## config.mk

```make
export PLATFORM = sky130hd
export DESIGN_NAME = circle_square_relation_top
export DESIGN_NICKNAME = d
export VERILOG_FILES = /design/src/rtl/core/csr_pkg.sv /design/src/rtl/core/csr_corner.sv /design/src/rtl/core/circle_square_relation_top.sv
export SDC_FILE = /design/constraint.sdc
export NUM_CORES = 2
export LEC_CHECK = 0
export BUFFER_PORTS_ARGS = -buffer_cell sky130_fd_sc_hd__clkbuf_2
export CAP_MARGIN = 5
export CORE_MARGIN = 2
export CORE_UTILIZATION = 35
export CTS_BUF_LIST = sky130_fd_sc_hd__clkbuf_16
export DETAILED_ROUTE_END_ITERATION = 8
export PLACE_DENSITY = 0.54
export SLEW_MARGIN = 0
export SYNTH_ARGS = -nofsm -noshare
export SYNTH_HDL_FRONTEND = slang
export SYNTH_HIERARCHICAL = 1
export SYNTH_SLANG_ARGS = --single-unit
```

## constraint.sdc

```tcl
create_clock -name i_clk -period 16.6 [get_ports i_clk]
set_clock_uncertainty 0.15 [all_clocks]
set_input_delay 4.98 -clock i_clk [delete_from_list [all_inputs] [get_ports i_clk]]
set_output_delay 4.98 -clock i_clk [all_outputs]
set_load 0.02 [all_outputs]
```

## src/rtl/core/csr_pkg.sv

```systemverilog
// ----------------------------------------------------------------------------
// Circle and square relation package
// Shared widths, result codes and helper types for the circle versus square
// classifier.
// ----------------------------------------------------------------------------
package csr_pkg;

    localparam int COORD_BITS = 16;
    localparam int LEN_BITS   = COORD_BITS - 1;
    localparam int EXT_BITS   = COORD_BITS + 1;
    localparam int DIFF_BITS  = COORD_BITS + 1;
    localparam int SQ_BITS    = 2 * DIFF_BITS;
    localparam int DIST_BITS  = SQ_BITS + 1;
    localparam int R2_BITS    = 2 * LEN_BITS;
    localparam int NUM_PTS    = 5;
    localparam int NUM_EXTR   = 4;

    typedef logic [COORD_BITS-1:0]       t_coord;
    typedef logic [LEN_BITS-1:0]         t_len;
    typedef logic signed [EXT_BITS-1:0]  t_ext;
    typedef logic [DIFF_BITS-1:0]        t_diff;
    typedef logic [SQ_BITS-1:0]          t_sq;
    typedef logic [R2_BITS-1:0]          t_r2;
    typedef logic [1:0]                  t_rel;

    localparam t_rel REL_DISJOINT = 2'd0;
    localparam t_rel REL_TOUCH    = 2'd1;
    localparam t_rel REL_OVERLAP  = 2'd2;

    typedef struct packed {
        logic ovl;
        logic tch;
    } t_hit;

    function automatic t_ext sext_coord(input t_coord v);
        return t_ext'(signed'({v[COORD_BITS-1], v}));
    endfunction

    function automatic t_diff abs_diff(input t_ext a, input t_ext b);
        logic signed [EXT_BITS:0] d;
        logic signed [EXT_BITS:0] m;
        d = {a[EXT_BITS-1], a} - {b[EXT_BITS-1], b};
        m = d[EXT_BITS] ? -d : d;
        return m[DIFF_BITS-1:0];
    endfunction

endpackage

```

## src/rtl/core/csr_corner.sv

```systemverilog
// ----------------------------------------------------------------------------
// Corner distance test
// Adds the squared axis distances of one square corner and compares the sum
// against the squared radius.
// ----------------------------------------------------------------------------
module csr_corner (
    input  csr_pkg::t_sq  i_sx,
    input  csr_pkg::t_sq  i_sy,
    input  csr_pkg::t_r2  i_r2,
    output csr_pkg::t_hit o_hit
);
    import csr_pkg::*;

    logic [DIST_BITS-1:0] dist_sum;
    logic [DIST_BITS-1:0] r2_ext;

    assign dist_sum  = {1'b0, i_sx} + {1'b0, i_sy};
    assign r2_ext    = DIST_BITS'(i_r2);
    assign o_hit.ovl = dist_sum < r2_ext;
    assign o_hit.tch = dist_sum == r2_ext;

endmodule

```

## src/rtl/core/circle_square_relation_top.sv

```systemverilog
// ----------------------------------------------------------------------------
// Circle and square relation classifier
// o_valid follows a taken start beat through the r_v1 to r_v4 stage valid bits.
// Throughput: one beat per cycle; busy stays low, the four register stages
// (extents, differences, squares, corner compare) are fully pipelined.
// Reset: synchronous active-low reset clears all stage valid bits.
// ----------------------------------------------------------------------------
module circle_square_relation_top (
    input  logic            i_clk,
    input  logic            i_rst_n,
    input  logic            start,
    output logic            busy,
    input  csr_pkg::t_coord i_circle_cx,
    input  csr_pkg::t_coord i_circle_cy,
    input  csr_pkg::t_len   i_radius,
    input  csr_pkg::t_coord i_square_x0,
    input  csr_pkg::t_coord i_square_y0,
    input  csr_pkg::t_len   i_side_len,
    output logic            o_valid,
    output csr_pkg::t_rel   o_relation
);
    import csr_pkg::*;

    // Stage 1: sign-extended coordinates and extents.
    logic  r_v1, n_v1;
    t_ext  r_cx, r_cy, r_x0, r_y0, r_x1, r_y1;
    t_ext  r_exl, r_exh, r_eyl, r_eyh;
    t_len  r_r;

    // Stage 2: axis distances, squared radius and point tests.
    logic  r_v2;
    t_diff r_dx0, r_dx1, r_dy0, r_dy1;
    t_r2   r_r2;
    t_hit  r_pt2;

    // Stage 3: squared axis distances.
    logic  r_v3;
    t_sq   r_sx0, r_sx1, r_sy0, r_sy1;
    t_r2   r_r2b;
    t_hit  r_pt3;

    // Stage 4: output register.
    logic  r_v4;
    t_rel  r_rel;

    t_ext  cx_e, cy_e, x0_e, y0_e;
    t_ext  rad_e, side_e;
    t_ext  px [NUM_PTS];
    t_ext  py [NUM_PTS];
    logic [NUM_PTS-1:0]  pt_in;
    logic [NUM_EXTR-1:0] pt_bd;
    t_hit  pt_hit;
    t_hit  hit_c [4];
    t_hit  corner_hit;
    t_rel  n_rel;

    assign busy   = 1'b0;
    assign n_v1   = start && !busy;
    assign cx_e   = sext_coord(i_circle_cx);
    assign cy_e   = sext_coord(i_circle_cy);
    assign x0_e   = sext_coord(i_square_x0);
    assign y0_e   = sext_coord(i_square_y0);
    assign rad_e  = t_ext'({2'b00, i_radius});
    assign side_e = t_ext'({2'b00, i_side_len});

    always_ff @(posedge i_clk) begin
        if (!i_rst_n) begin
            r_v1 <= 1'b0;
            r_v2 <= 1'b0;
            r_v3 <= 1'b0;
            r_v4 <= 1'b0;
        end else begin
            r_v1 <= n_v1;
            r_v2 <= r_v1;
            r_v3 <= r_v2;
            r_v4 <= r_v3;
        end
    end

    always_ff @(posedge i_clk) begin
        r_cx  <= cx_e;
        r_cy  <= cy_e;
        r_x0  <= x0_e;
        r_y0  <= y0_e;
        r_x1  <= x0_e + side_e;
        r_y1  <= y0_e + side_e;
        r_exl <= cx_e - rad_e;
        r_exh <= cx_e + rad_e;
        r_eyl <= cy_e - rad_e;
        r_eyh <= cy_e + rad_e;
        r_r   <= i_radius;
    end

    always_comb begin
        px[0] = r_exl; py[0] = r_cy;
        px[1] = r_exh; py[1] = r_cy;
        px[2] = r_cx;  py[2] = r_eyl;
        px[3] = r_cx;  py[3] = r_eyh;
        px[4] = r_cx;  py[4] = r_cy;
        for (int i = 0; i < NUM_PTS; i++) begin
            pt_in[i] = (px[i] > r_x0) && (px[i] < r_x1) &&
                       (py[i] > r_y0) && (py[i] < r_y1);
        end
        for (int i = 0; i < NUM_EXTR; i++) begin
            pt_bd[i] = (((px[i] == r_x0) || (px[i] == r_x1)) &&
                        (py[i] >= r_y0) && (py[i] <= r_y1)) ||
                       (((py[i] == r_y0) || (py[i] == r_y1)) &&
                        (px[i] >= r_x0) && (px[i] <= r_x1));
        end
        pt_hit.ovl = |pt_in;
        pt_hit.tch = |pt_bd;
    end

    always_ff @(posedge i_clk) begin
        r_dx0 <= abs_diff(r_x0, r_cx);
        r_dx1 <= abs_diff(r_x1, r_cx);
        r_dy0 <= abs_diff(r_y0, r_cy);
        r_dy1 <= abs_diff(r_y1, r_cy);
        r_r2  <= R2_BITS'(r_r) * R2_BITS'(r_r);
        r_pt2 <= pt_hit;
    end

    always_ff @(posedge i_clk) begin
        r_sx0 <= SQ_BITS'(r_dx0) * SQ_BITS'(r_dx0);
        r_sx1 <= SQ_BITS'(r_dx1) * SQ_BITS'(r_dx1);
        r_sy0 <= SQ_BITS'(r_dy0) * SQ_BITS'(r_dy0);
        r_sy1 <= SQ_BITS'(r_dy1) * SQ_BITS'(r_dy1);
        r_r2b <= r_r2;
        r_pt3 <= r_pt2;
    end

    csr_corner u_corner0 (.i_sx(r_sx0), .i_sy(r_sy0), .i_r2(r_r2b), .o_hit(hit_c[0]));
    csr_corner u_corner1 (.i_sx(r_sx1), .i_sy(r_sy0), .i_r2(r_r2b), .o_hit(hit_c[1]));
    csr_corner u_corner2 (.i_sx(r_sx0), .i_sy(r_sy1), .i_r2(r_r2b), .o_hit(hit_c[2]));
    csr_corner u_corner3 (.i_sx(r_sx1), .i_sy(r_sy1), .i_r2(r_r2b), .o_hit(hit_c[3]));

    always_comb begin
        corner_hit.ovl = hit_c[0].ovl | hit_c[1].ovl | hit_c[2].ovl | hit_c[3].ovl;
        corner_hit.tch = hit_c[0].tch | hit_c[1].tch | hit_c[2].tch | hit_c[3].tch;
        if (corner_hit.ovl || r_pt3.ovl) begin
            n_rel = REL_OVERLAP;
        end else if (corner_hit.tch || r_pt3.tch) begin
            n_rel = REL_TOUCH;
        end else begin
            n_rel = REL_DISJOINT;
        end
    end

    always_ff @(posedge i_clk) begin
        r_rel <= n_rel;
    end

    assign o_valid    = r_v4;
    assign o_relation = r_rel;

endmodule

```

# ---- Word-level counts from Yosys, hierarchy flattened
# Cells that the tools add are included.
dict set report classes {
  n_reduce_logical 43
  n_bitwise 6
  n_div 0
  n_shift 0
  mux 5
  n_mul 5
  eq_ne 16
  addsub 18
  magnitude_cmp 28
}
# op n
set ops {}
lappend ops {{34-bit by 34-bit adder with 35-bit output} 4}
lappend ops {{35-bit by 30-bit == test with 1-bit output} 4}
lappend ops {{35-bit by 30-bit < comparator with 1-bit output} 4}
lappend ops {{17-bit by 17-bit multiplier with 34-bit output} 4}
lappend ops {{16-bit by 16-bit adder with 17-bit output} 4}
lappend ops {{17-bit by 16-bit == test with 1-bit output} 4}
lappend ops {{17-bit == test} 4}
lappend ops {{17-bit by 16-bit >= comparator with 1-bit output} 4}
lappend ops {{17-bit by 16-bit greater-than comparator with 1-bit output} 4}
lappend ops {{17-bit <= comparator} 4}
lappend ops {{17-bit < comparator} 4}
lappend ops {{17-bit 2-to-1 mux} 4}
lappend ops {{17-bit negation} 4}
lappend ops {{16-bit by 16-bit subtractor with 17-bit output} 4}
lappend ops {{17-bit by 16-bit subtractor with 18-bit output} 2}
lappend ops {{16-bit by 17-bit == test with 1-bit output} 2}
lappend ops {{16-bit by 17-bit <= comparator with 1-bit output} 2}
lappend ops {{16-bit by 17-bit < comparator with 1-bit output} 2}
lappend ops {{16-bit == test} 2}
lappend ops {{16-bit >= comparator} 2}
lappend ops {{16-bit greater-than comparator} 2}
lappend ops {{15-bit by 15-bit multiplier with 30-bit output} 1}
lappend ops {{1-bit logical AND} 29}
lappend ops {{1-bit logical OR} 12}
lappend ops {{4 further kinds} 9}
dict set report word_totals {
  ff_bits 455
  ramBits 0
  latchBits 0
  elab_cells 151
  output_inout_bits 4
  rom_bits 0
  n_memories 0
}

# ---- Depth between registers and ports, before layout
dict set report depth {
  depth_word 7
  ltp_mapped 26
}

# ---- Cells and area by module
# Netlist, hierarchy kept.
# mod n_inst area_per_inst_um2 cells_per_inst seq_area_each_um2
set modules_own_cells {}
lappend modules_own_cells {circle_square_relation_top 1 59403.2 6442 8948.6}
lappend modules_own_cells {csr_corner 4 2740.1 386 0.0}

# ---- Least setup slack after synthesis
# No wires, ideal clock.
dict set report synth_timing {
  kind {input to register}
  start {input port i_circle_cx[0]}
  end {register r_exh[16]}
  n_path_buf 0
  setup_time_ps 116
  setup_slack_ps 8998
  required_time_ps 16334
  arrival_ps 7336
  stages 13
  cell_sequence {ha_1 > inv_1 > fa_1 > o21ba_2 > o21ai_0 > a21oi_1 > o21bai_1 > a21oi_1 > o21ai_0 > a2111oi_0 > o41ai_1 > a21oi_1 > o211a_1}
}
dict set report synth_via {
  elab_chain_len 1
}
# item line_no
set synth_rtl {}
lappend synth_rtl {{from (decl)} circle_square_relation_top.sv:13} ;# input csr_pkg::t_coord i_circle_cx,
lappend synth_rtl {{16-bit by 16-bit adder with 17-bit output} circle_square_relation_top.sv:88} ;# r_exh <= cx_e + rad_e;
lappend synth_rtl {{to (signal assigned)} circle_square_relation_top.sv:88}
lappend synth_rtl {{to (decl)} circle_square_relation_top.sv:27} ;# t_ext r_exl, r_exh, r_eyl, r_eyh;
# No other way between the ends.
# A chain may end at the register's enable or synchronous reset.

# ---- Worst setup path in the final report
dict set report layout_timing {
  start {input port i_radius[1]}
  end {register r_eyh[16]}
}
dict set report layout_via {
  elab_chain_len 1
}
# item line_no
set layout_rtl {}
lappend layout_rtl {{from (decl)} circle_square_relation_top.sv:15} ;# input csr_pkg::t_len i_radius,
lappend layout_rtl {{16-bit by 16-bit adder with 17-bit output} circle_square_relation_top.sv:90} ;# r_eyh <= cy_e + rad_e;
lappend layout_rtl {{to (signal assigned)} circle_square_relation_top.sv:90}
lappend layout_rtl {{to (decl)} circle_square_relation_top.sv:27}
# No other way between the ends.

==> impl_metrics.json <==
{
  "outcome": "complete, no violations",
  "antenna_found_initial": 7,
  "core_area_um2": 200000,
  "setup_slack_ns": 8.83,
  "worst_pin_slew_ns": 1.11,
  "period_share_pct": 46.8,
  "clockBufferDepth": 3,
  "required_ns": 17.00,
  "final_layout_size_suffix_gt1_share_pct": 4.24,
  "synthTopCellsByCount": "inv_1 (1737), ha_1 (1073), fa_1 (917)",
  "ys.flop_type": "dfxtp_1",
  "syn_area_um2": 70400,
  "synth_seq_cells": 447,
  "initial_core_util_pct": 35.2,
  "critical-path-max-stage-delay_ns": 0.46,
  "dpl.hpwl_um": 174000,
  "vias": 53600,
  "crit_arrival_ns": 8.17,
  "setup_viol": 0,
  "path_class": "in2reg",
  "synthArstFlopShare_pct": 0,
  "setup_tns_ns": 0,
  "finalWorstPathRequiredPeriod_ns": 7.77,
  "synth_top_cell_area_share_pct": 26.1,
  "crit_path_frequent_cell": "a21oi_1",
  "cp_cell_sequence": "clkbuf_2 -> inv_1 -> fa_1 -> o21ba_2 -> o21ai_0 -> a21oi_1 -> o21bai_1 -> a21oi_1 -> o21ai_0 -> a2111oi_0 -> o41ai_1 -> a21oi_1 -> o211a_1",
  "synth_edf_count": 0,
  "overflow": 0,
  "post-place-ws_ns": 8.20,
  "viasPerCell": 5.00,
  "finalWirelength_um": 202000,
  "io_pins": 101,
  "cp_top_family": "compound AO/OA/AOI/OAI gates",
  "grt_pass1_wl_um": 315000,
  "fmax_mhz": 129,
  "fin_nets": 10100,
  "ys_types": 107,
  "antenna_left": 0,
  "fin_cells": 10700,
  "final_util_pct": 37.8,
  "grt_use_total_pct": 19.8,
  "dieArea_um2": 205000,
  "row_count": 164,
  "cts_setup_buffers": 0,
  "root_buffer": "clkbuf_16",
  "grt_max_degree": 20,
  "ctsHoldBuffers": 0,
  "cts_num_sinks": 447,
  "cts_inserted_buffers": 56,
  "synthCells": 7986,
  "hold_viol_final": 0,
  "wl_per_cell_um": 18.8,
  "slew_headroom_pct": 25.4,
  "dieHeight_um": 452,
  "htreeDepth": 2,
  "port_buffers": 99,
  "cts_tree": "built",
  "fp.dieW_um": 452,
  "drc": 0,
  "grt_pass1_vias": 56000,
  "crit_fanout": 6,
  "place_congestion": 0.968,
  "yosysWarnings": 6,
  "drv_cap": 0,
  "rsz0062_at_grt": "no",
  "ctsResizeCount": 0,
  "synth_area_leaders": "fa_1 (26%), ha_1 (19%), dfxtp_1 (13%)",
  "syn_area_per_cell_um2": 8.81,
  "crit_path_end_kind": "flip-flop",
  "crit_buf_inv": 2,
  "synth_most_common_cell": "inv_1",
  "dp_cells": 10600,
  "dr.pass1.iters": 6,
  "cp-start-kind": "primary input",
  "drv_slew": 0,
  "area_growth_pct": 7.46,
  "synth_seq_area_share_pct": 12.7,
  "synth_area_leader_cell": "fa_1",
  "clk-insertion-delay-late_ns": 0.69,
  "hold_path.class": "reg2reg",
  "clk_pin_slew_ns": 0.06,
  "first_iter_violations": 3151,
  "slowest_stage": "fa_1"
}
[state kept, by name, summed over array words and instances (netlist names), 2 cells and up]
register and flops:
r_y1 17, r_x0 16, o_relation 2, r_dy1 17, r_sy0 33, r_exh 17, r_sx1 33, r_x1 17
r_dx0 17, r_sy1 33, r_r 15, r_cy 16, r_sx0 33, r_r2 29, r_exl 16, r_cx 16
r_eyh 17, r_dy0 17, r_eyl 16, r_pt2 2, r_dx1 17, r_y0 16, r_pt3 2, r_r2b 29
[metal layers]
metal,global-route usage (%),wire (um),vias up
met1,25.6,88200,26400
met3,1.72,8030,256
met4,7.95,9520,0
li1,-,-,25800
met2,33.9,95800,1129
met5,0,0,-
[metrics by stage]
stage	area [um2]	hold WS, ns
floorplan	70400	0.160
global placement	73700	0.160
detailed placement	73700	0.162
CTS	75600	0.139
global route	75600	0.151
finish	75600	0.141
[worst reg2reg max path, cell delays in order, from the launching register on]
cell	delay (ns)
dfxtp_1	0.95
nand2_1	0.25
inv_1	0.13
fa_1	0.41
inv_1	0.08
fa_1	0.43
fa_1	0.52
inv_1	0.05
fa_1	0.46
fa_1	0.54
inv_1	0.05
fa_1	0.53
inv_1	0.06
ha_1	0.36
a21o_1	0.20
a21oi_1	0.21
o22ai_1	0.13
a2111o_1	0.43
a31o_2	0.27
a21oi_1	0.24
o21bai_1	0.14
a2111oi_0	0.56
xnor2_1	0.13
[worst paths after layout]
| kind | startpoint | end | slack [ns] | cells after the start |
|---|---|---|---|---|
| setup / recovery | i_radius[1] | r_eyh[16] | 8.83 | 13 |
| hold / removal | r_r2[21] | r_r2b[21] | 0.14 | 0 |
| setup reg to reg | r_dy1[4] | r_sy1[30] | 9.19 | 22 |
| hold reg to reg | r_r2[21] | r_r2b[21] | 0.14 | 0 |
[cell families after synthesis]
group,Yosys count,share of synthesized area (%)
buf+inv,1910,10.4
compound gates,1339,12.8
flops,447,12.7
xor+xnor,478,5.96
simple gates,1807,12.7
mux,14,0.217
other cells,1,0.00533
fa+ha+maj,1990,45.2
[final cells by class]
type | count | area, um2
fill | 20500 | 124000
sequential | 447 | 8950
clock buffer | 56 | 1400
tap | 2656 | 3320
inverter | 1737 | 6520
timing repair buffer | 124 | 683
antenna | 1 | 2.50
multi-input combinational | 5649 | 54200
clock inverter | 49 | 559
[placed cells by master, fill, tap and decap left out, types with 14 or more instances in the layout]
cell       instances
nor2_1           317
or3_1             33
and2_1           295
o31ai_1           37
dfxtp_1          447
xnor2_1          338
buf_4             25
nand2b_1          46
nand2_1          598
clkbuf_2          99
nor4_1            17
nand3_1           97
a21boi_0          22
a31oi_1           28
or2_2             17
nor2b_1           89
inv_1           1741
nand4_1          101
fa_1             917
conb_1            21
ha_1            1073
o211ai_1          54
a21oi_1          428
clkbuf_16         56
o21bai_1          37
a211oi_1          40
a21o_1           175
xor2_1           139
o21a_1            63
a2111oi_0         14
and4_1            22
o21ai_0          223
nor3_1            79
and3_1            41
Power is left out: the tool's default activity adds up to more than one toggle a clock period on the data nets, which glitch-free logic cannot reach.
